`src/sv/spq_pkg.sv`:
```
`default_nettype none
package spq_pkg;

  localparam int ValueW = 32;
  localparam int PrioW  = 8;
  localparam int StatusW = 2;
  localparam int CountW = 5;

  typedef enum logic [StatusW-1:0] {
    ST_DONE  = 2'd0,
    ST_FULL  = 2'd1,
    ST_EMPTY = 2'd2
  } status_t;

  typedef enum logic {
    OP_ENQ = 1'b0,
    OP_DEQ = 1'b1
  } kind_t;

  typedef struct packed {
    logic signed [ValueW-1:0] value;
    logic [PrioW-1:0]         prio;
  } entry_t;

  typedef struct packed {
    kind_t                    kind;
    logic signed [ValueW-1:0] value;
    logic [PrioW-1:0]         prio;
  } req_t;

  typedef struct packed {
    status_t                  status;
    logic signed [ValueW-1:0] out_value;
    logic [PrioW-1:0]         out_prio;
    logic [CountW-1:0]        count;
  } res_t;

  typedef struct packed {
    logic insert;
    logic remove;
  } cell_ctrl_t;

endpackage
`default_nettype wire

```
`src/sv/sorted_priority_queue_core.sv`:
```
`default_nettype none
// Sorted priority queue built as a row of entry cells.
// Latency: the result strobes in the cycle after the request is accepted.
// Throughput: one request per cycle; every cell compares and shifts in the same cycle.
// busy stays low, the result is shown for one cycle and the receiver cannot stall.
// Reset clears the entry count and the result strobe; cell contents are not cleared.
module sorted_priority_queue_core #(
  parameter int DEPTH = 16
) (
  input  wire logic          clk,
  input  wire logic          rst,
  input  wire logic          start,
  output logic               busy,
  input  wire spq_pkg::req_t request,
  output spq_pkg::res_t      result,
  output logic               strobe
);

  localparam int HeldW = $clog2(DEPTH + 1);
  localparam logic [HeldW-1:0] FullCount = HeldW'(DEPTH);

  logic [HeldW-1:0]   held;
  logic [HeldW-1:0]   held_next;
  spq_pkg::res_t      result_next;
  spq_pkg::cell_ctrl_t ctrl;
  spq_pkg::entry_t    new_entry;
  spq_pkg::entry_t    cell_entry [DEPTH];
  logic [DEPTH-1:0]   cell_keep;
  logic               accept;
  logic               is_full;
  logic               is_empty;

  // Every request is handled as it arrives, so never hold off the requester.
  assign busy     = 1'b0;
  assign accept   = start && !busy;
  assign is_full  = (held == FullCount);
  assign is_empty = (held == '0);

  assign new_entry.value = request.value;
  assign new_entry.prio  = request.prio;

  // Insert only when room remains; remove only when something is held.
  assign ctrl.insert = accept && (request.kind == spq_pkg::OP_ENQ) && !is_full;
  assign ctrl.remove = accept && (request.kind == spq_pkg::OP_DEQ) && !is_empty;

  // Cell chain: position 0 is the head. On insert each cell either keeps its
  // entry, takes the new entry (first non-keeping cell) or takes its left
  // neighbor's entry. On remove every cell takes its right neighbor's entry; the tail keeps its own.
  for (genvar i = 0; i < DEPTH; i++) begin : g_cell
    logic            occ;
    spq_pkg::entry_t left_e;
    spq_pkg::entry_t right_e;
    logic            left_k;

    assign occ = (HeldW'(i) < held);

    if (i == 0) begin : g_head
      assign left_e = new_entry;
      assign left_k = 1'b1;
    end else begin : g_body
      assign left_e = cell_entry[i-1];
      assign left_k = cell_keep[i-1];
    end

    if (i == DEPTH - 1) begin : g_tail
      assign right_e = cell_entry[i];
    end else begin : g_mid
      assign right_e = cell_entry[i+1];
    end

    spq_cell u_cell (
      .clk        (clk),
      .ctrl       (ctrl),
      .occupied   (occ),
      .new_entry  (new_entry),
      .left_entry (left_e),
      .left_keep  (left_k),
      .right_entry(right_e),
      .entry      (cell_entry[i]),
      .keep       (cell_keep[i])
    );
  end

  always_comb begin
    held_next = held;
    if (ctrl.insert) begin
      held_next = held + HeldW'(1);
    end else if (ctrl.remove) begin
      held_next = held - HeldW'(1);
    end
  end

  // Build the result: head entry on dequeue of a non-empty queue, zeros otherwise.
  always_comb begin
    result_next.status    = spq_pkg::ST_DONE;
    result_next.out_value = '0;
    result_next.out_prio  = '0;
    if (request.kind == spq_pkg::OP_ENQ) begin
      if (is_full) begin
        result_next.status = spq_pkg::ST_FULL;
      end
    end else if (is_empty) begin
      result_next.status = spq_pkg::ST_EMPTY;
    end else begin
      result_next.out_value = cell_entry[0].value;
      result_next.out_prio  = cell_entry[0].prio;
    end
    result_next.count = spq_pkg::CountW'(held_next);
  end

  always_ff @(posedge clk) begin
    if (rst) begin
      held   <= '0;
      strobe <= 1'b0;
    end else begin
      held   <= held_next;
      strobe <= accept;
    end
  end

  // Result payload carries no reset; strobe qualifies it.
  always_ff @(posedge clk) begin
    if (accept) begin
      result <= result_next;
    end
  end

  a_strobe_follows_accept: assert property (@(posedge clk) disable iff (rst)
    accept |=> strobe)
    else $error("result strobe missing after accepted request");

  a_held_bound: assert property (@(posedge clk) disable iff (rst)
    held <= FullCount)
    else $error("entry count above depth");

  a_empty_count: assert property (@(posedge clk) disable iff (rst)
    strobe && (result.status == spq_pkg::ST_EMPTY) |-> (result.count == '0))
    else $error("empty status with nonzero count");

  a_full_count: assert property (@(posedge clk) disable iff (rst)
    strobe && (result.status == spq_pkg::ST_FULL) |-> (held == FullCount))
    else $error("full status while space remained");

endmodule
`default_nettype wire

```
`src/sv/spq_cell.sv`:
```
`default_nettype none
module spq_cell (
  input  wire logic                clk,
  input  wire spq_pkg::cell_ctrl_t ctrl,
  input  wire logic                occupied,
  input  wire spq_pkg::entry_t     new_entry,
  input  wire spq_pkg::entry_t     left_entry,
  input  wire logic                left_keep,
  input  wire spq_pkg::entry_t     right_entry,
  output spq_pkg::entry_t          entry,
  output logic                     keep
);

  spq_pkg::entry_t entry_next;

  // Keep position when the held entry sorts at or ahead of the new one.
  assign keep = occupied && (entry.prio <= new_entry.prio);

  always_comb begin
    entry_next = entry;
    if (ctrl.insert) begin
      if (keep) begin
        entry_next = entry;
      end else if (left_keep) begin
        entry_next = new_entry;
      end else begin
        entry_next = left_entry;
      end
    end else if (ctrl.remove) begin
      entry_next = right_entry;
    end
  end

  always_ff @(posedge clk) begin
    entry <= entry_next;
  end

endmodule
`default_nettype wire
```
`config.mk`:
```
export PLATFORM = sky130hd
export DESIGN_NAME = sorted_priority_queue_core
export DESIGN_NICKNAME = d
export VERILOG_FILES = /design/src/sv/spq_pkg.sv /design/src/sv/sorted_priority_queue_core.sv /design/src/sv/spq_cell.sv
export SDC_FILE = /design/constraint.sdc
export NUM_CORES = 2
export LEC_CHECK = 0
export BUFFER_PORTS_ARGS = -buffer_cell sky130_fd_sc_hd__buf_2
export CAP_MARGIN = 20
export CORE_ASPECT_RATIO = 0.75
export CORE_UTILIZATION = 55
export CTS_CLUSTER_DIAMETER = 50
export CTS_CLUSTER_SIZE = 12
export DETAILED_ROUTE_END_ITERATION = 10
export PLACE_DENSITY = 0.71
export REMOVE_ABC_BUFFERS = 1
export SYNTH_ARGS = -nofsm -noshare
export SYNTH_HDL_FRONTEND = slang
export SYNTH_SLANG_ARGS = --single-unit
```
`constraint.sdc`:
```
create_clock -name clk -period 9.7 [get_ports clk]
set_input_delay 0.485 -clock clk [delete_from_list [all_inputs] [get_ports clk]]
set_output_delay 0.485 -clock clk [all_outputs]
set_load 0.05 [all_outputs]
```
==> results.py <==
metrics = {
    "power_and_ir_drop": {
        "leakagePower_nw": 14.4,
        "vdd_drop_max_mv": 0.326,
        "power_density_nw_per_um2": 264,
    },
    "min_path": {
        "hold_class": "primary input to flip-flop",
        "hold_depth": 2,
    },
    "grt": {
        "first_global_vias": 35800,
        "grt.overflow.total": 0,
        "antenna_found_initial": 2,
        "grt_max_degree": 279,
        "grt.total_usage_pct": 31.7,
        "grt_pass1_wl_mm": 200,
    },
    "sta": {
        "setup_viol": 0,
        "fmax_mhz": 233,
        "slew_viol_final": 0,
        "fin_crit_ns": 4.30,
        "finalCritPeriodShare_pct": 44.3,
        "rsz0062_at_grt": "false",
        "whs_ns": 0.0926,
        "skew_ns": 0.0307,
        "tightestPinTransition_ns": 1.07,
        "max-slew-margin-rel_pct": 28.5,
        "finalHoldViolations": 0,
        "layout_setup_ws_ns": 5.40,
    },
    "synthesis": {
        "synth_compound_area_share_pct": 21.6,
        "synth_mux_area_share_pct": 0,
        "netlist_area_um2": 42000,
        "synth_top_family_by_area": "compound AO/OA/AOI/OAI gates",
        "yosysWarningCount": 0,
        "yosys.area_share.simple_pct": 18.5,
        "async_flop_share_pct": 0,
        "synth_area_per_cell_um2": 9.69,
        "synth_xor_area_share_pct": 0.0833,
        "synthCells": 4338,
        "synth-seq-cells": 693,
        "synth_ff_type": "edfxtp_1",
        "yosysSeqAreaShare_pct": 49.4,
        "yosysUniqueCellTypes": 53,
        "synth_fa_ha_area_share_pct": 3.93,
        "synth_edf_count": 687,
    },
    "placed_design": {
        "portBuffers": 91,
        "gp_congestion": 0.875,
        "pre_cts_ws_ns": 5.45,
        "place_hpwl_mm": 82.2,
    },
    "worst_setup_path": {
        "critical_path.cell_chain": "inv_1 > ha_1 > nand4bb_1 > and2_4 > buf_12 > buf_12 > and3_1 > a21oi_1 > nand3_1",
        "crit_type": "flip-flop to flip-flop",
        "cpMaxStageDelayCell": "buf_12",
        "cp_top_family": "buffers and inverters",
        "critPathArrivalTime_ns": 4.80,
        "crit_path_max_fanout": 278,
        "r2r_cells": 9,
        "path_buf_inv": 3,
        "crit_top_cell": "buf_12",
        "end_kind": "flip-flop",
        "crit_required_ns": 10.20,
        "crit_cells": 9,
        "slowest_delay_ns": 0.84,
        "critPathLaunchType": "flip-flop",
    },
    "clocking": {
        "clkTransAtPathRegs_ns": 0.06,
        "postCtsSetupBuffers": 0,
        "cts.path.max_buffers": 3,
        "cts_buffers": 74,
        "clk_latency_ns": 0.65,
        "clock-root-buffer": "clkbuf_16",
        "htree_levels": 3,
        "cts.sink_count": 693,
        "cts-resized-gates": 0,
        "cts_hold_buffers": 0,
        "tritoncts": "built",
    },
    "die": {
        "die_area_um2": 77500,
        "ios": 93,
        "core_um2": 75400,
        "chipHeight_um": 241,
        "start_util_pct": 55.7,
        "rows": 87,
        "die_w_um": 321,
    },
    "final_layout": {
        "layout_commonest_cell": "edfxtp_1",
        "drive_gt1_share_pct": 9.63,
        "area_growth_pct": 6.55,
        "final_cell_mix": "687 x edfxtp_1, 591 x nand4_1, 502 x nor2_1, 481 x a31oi_1, 480 x o31ai_1",
        "num_antenna_cells": 0,
        "nets": 4185,
        "final_core_util_pct": 59.4,
        "nFillCells": 6403,
    },
    "flow_run": {
        "maxCapViolations": 0,
    },
    "routing": {
        "ant_nets": 0,
        "routedWlPerCell_um": 24.7,
        "vias_per_cell": 7.39,
        "dr.pass1.iters": 7,
        "wl_mm": 125,
        "first_iter_violations": 5074,
        "num_vias": 37400,
        "drcViolationCount": 0,
    },
    "status": {
        "status": "complete, no violations",
    },
}
-- cell families after synthesis --
logic type                 after synthesis
adders and majority gates              132
and+or+nand+nor                       1540
DFF                                    693
buffers and inverters                  641
xor gates and xnor gates                 4
AOI/OAI and AO/OA                     1327
other                                    1
-- power breakdown --
part / internal (W) / switching (W)
registers: 0.00436 / 0.000467
clock network: 0.00150 / 0.00124
logic: 0.00120 / 0.00305
-- synthesized netlist by cell type (3+ instances only) --
library cell,count,share of area (%)
and2_1,5,0.074
buf_6,6,0.16
dfxtp_1,6,0.29
a31oi_1,483,7.2
o2111ai_1,40,0.83
nor2b_1,37,0.55
nand2_1,209,1.9
buf_4,47,0.84
o22ai_1,40,0.60
o21ai_1,16,0.19
a21oi_2,3,0.063
nand4bb_1,3,0.080
a211oi_1,8,0.14
ha_1,132,3.9
edfxtp_1,687,49
o21ai_0,41,0.49
o31ai_1,482,8.6
clkbuf_1,414,3.7
nand3_1,83,0.99
a22oi_1,41,0.73
buf_2,106,1.3
nand4_1,591,8.8
o211ai_1,53,0.95
and3_1,82,1.2
nor3_1,12,0.14
nor2_1,504,4.5
buf_1,41,0.37
inv_1,26,0.23
a211o_1,14,0.29
a21oi_1,88,1.0
a211oi_2,7,0.21
-- registers in the layout (all words and copies together), names as in the netlist --
name / flops
held: 5
g_cell.u_cell.entry: 640
result: 47
strobe: 1
-- through the flow --
step	cell area, um^2	instances	setup TNS [ns]	total power [W]
floorplan	39400	3724	-7080.61	0.00777
global placement	42600	4955	0	0.00888
detailed placement	42600	4955	0	0.00897
CTS	44800	5061	0	0.0117
global route	44800	5062	0	0.0124
finish	44800	5062	0	0.0118
-- final timing paths --
kind | start | end | slack [ns]
max | held[1]$_SDFF_PP0_ | g_cell[6].u_cell.entry[11]$_DFFE_PP_ | 5.40
min reg2reg | g_cell[1].u_cell.entry[35]$_DFFE_PP_ | g_cell[0].u_cell.entry[35]$_DFFE_PP_ | 0.55
min | rst | held[2]$_SDFF_PP0_ | 0.09
max reg2reg | held[1]$_SDFF_PP0_ | g_cell[6].u_cell.entry[11]$_DFFE_PP_ | 5.40
-- area by class of cell --
type                    count  area (um^2)  share of cell area (%)
multi-input cells        3004        19100                    42.6
clock inverters            21          220                   0.492
repair buffers            209         1400                    3.13
inverters                  27          101                   0.226
flip-flops and latches    693        20700                    46.3
well taps                1023         1280                    2.86
clock buffers              85         1970                    4.39
-- metal layers --
metal | GRT usage (%) | part of all wire, % | vias to the layer above
li1 | - | - | 16700
met1 | 47.4 | 44 | 18300
met2 | 47.9 | 45 | 2127
met3 | 4.43 | 8.9 | 263
met4 | 9.09 | 2.4 | 4
met5 | 0 | 0.018 | -
-- worst reg2reg max path: stages, from the launching register on --
cell,delay (ns)
dfxtp_1,0.57
inv_1,0.22
ha_1,0.28
nand4bb_1,0.22
and2_4,0.63
buf_12,0.72
buf_12,0.96
and3_1,0.42
a21oi_1,0.04
nand3_1,0.12
(Power assumes the default switching activity.)
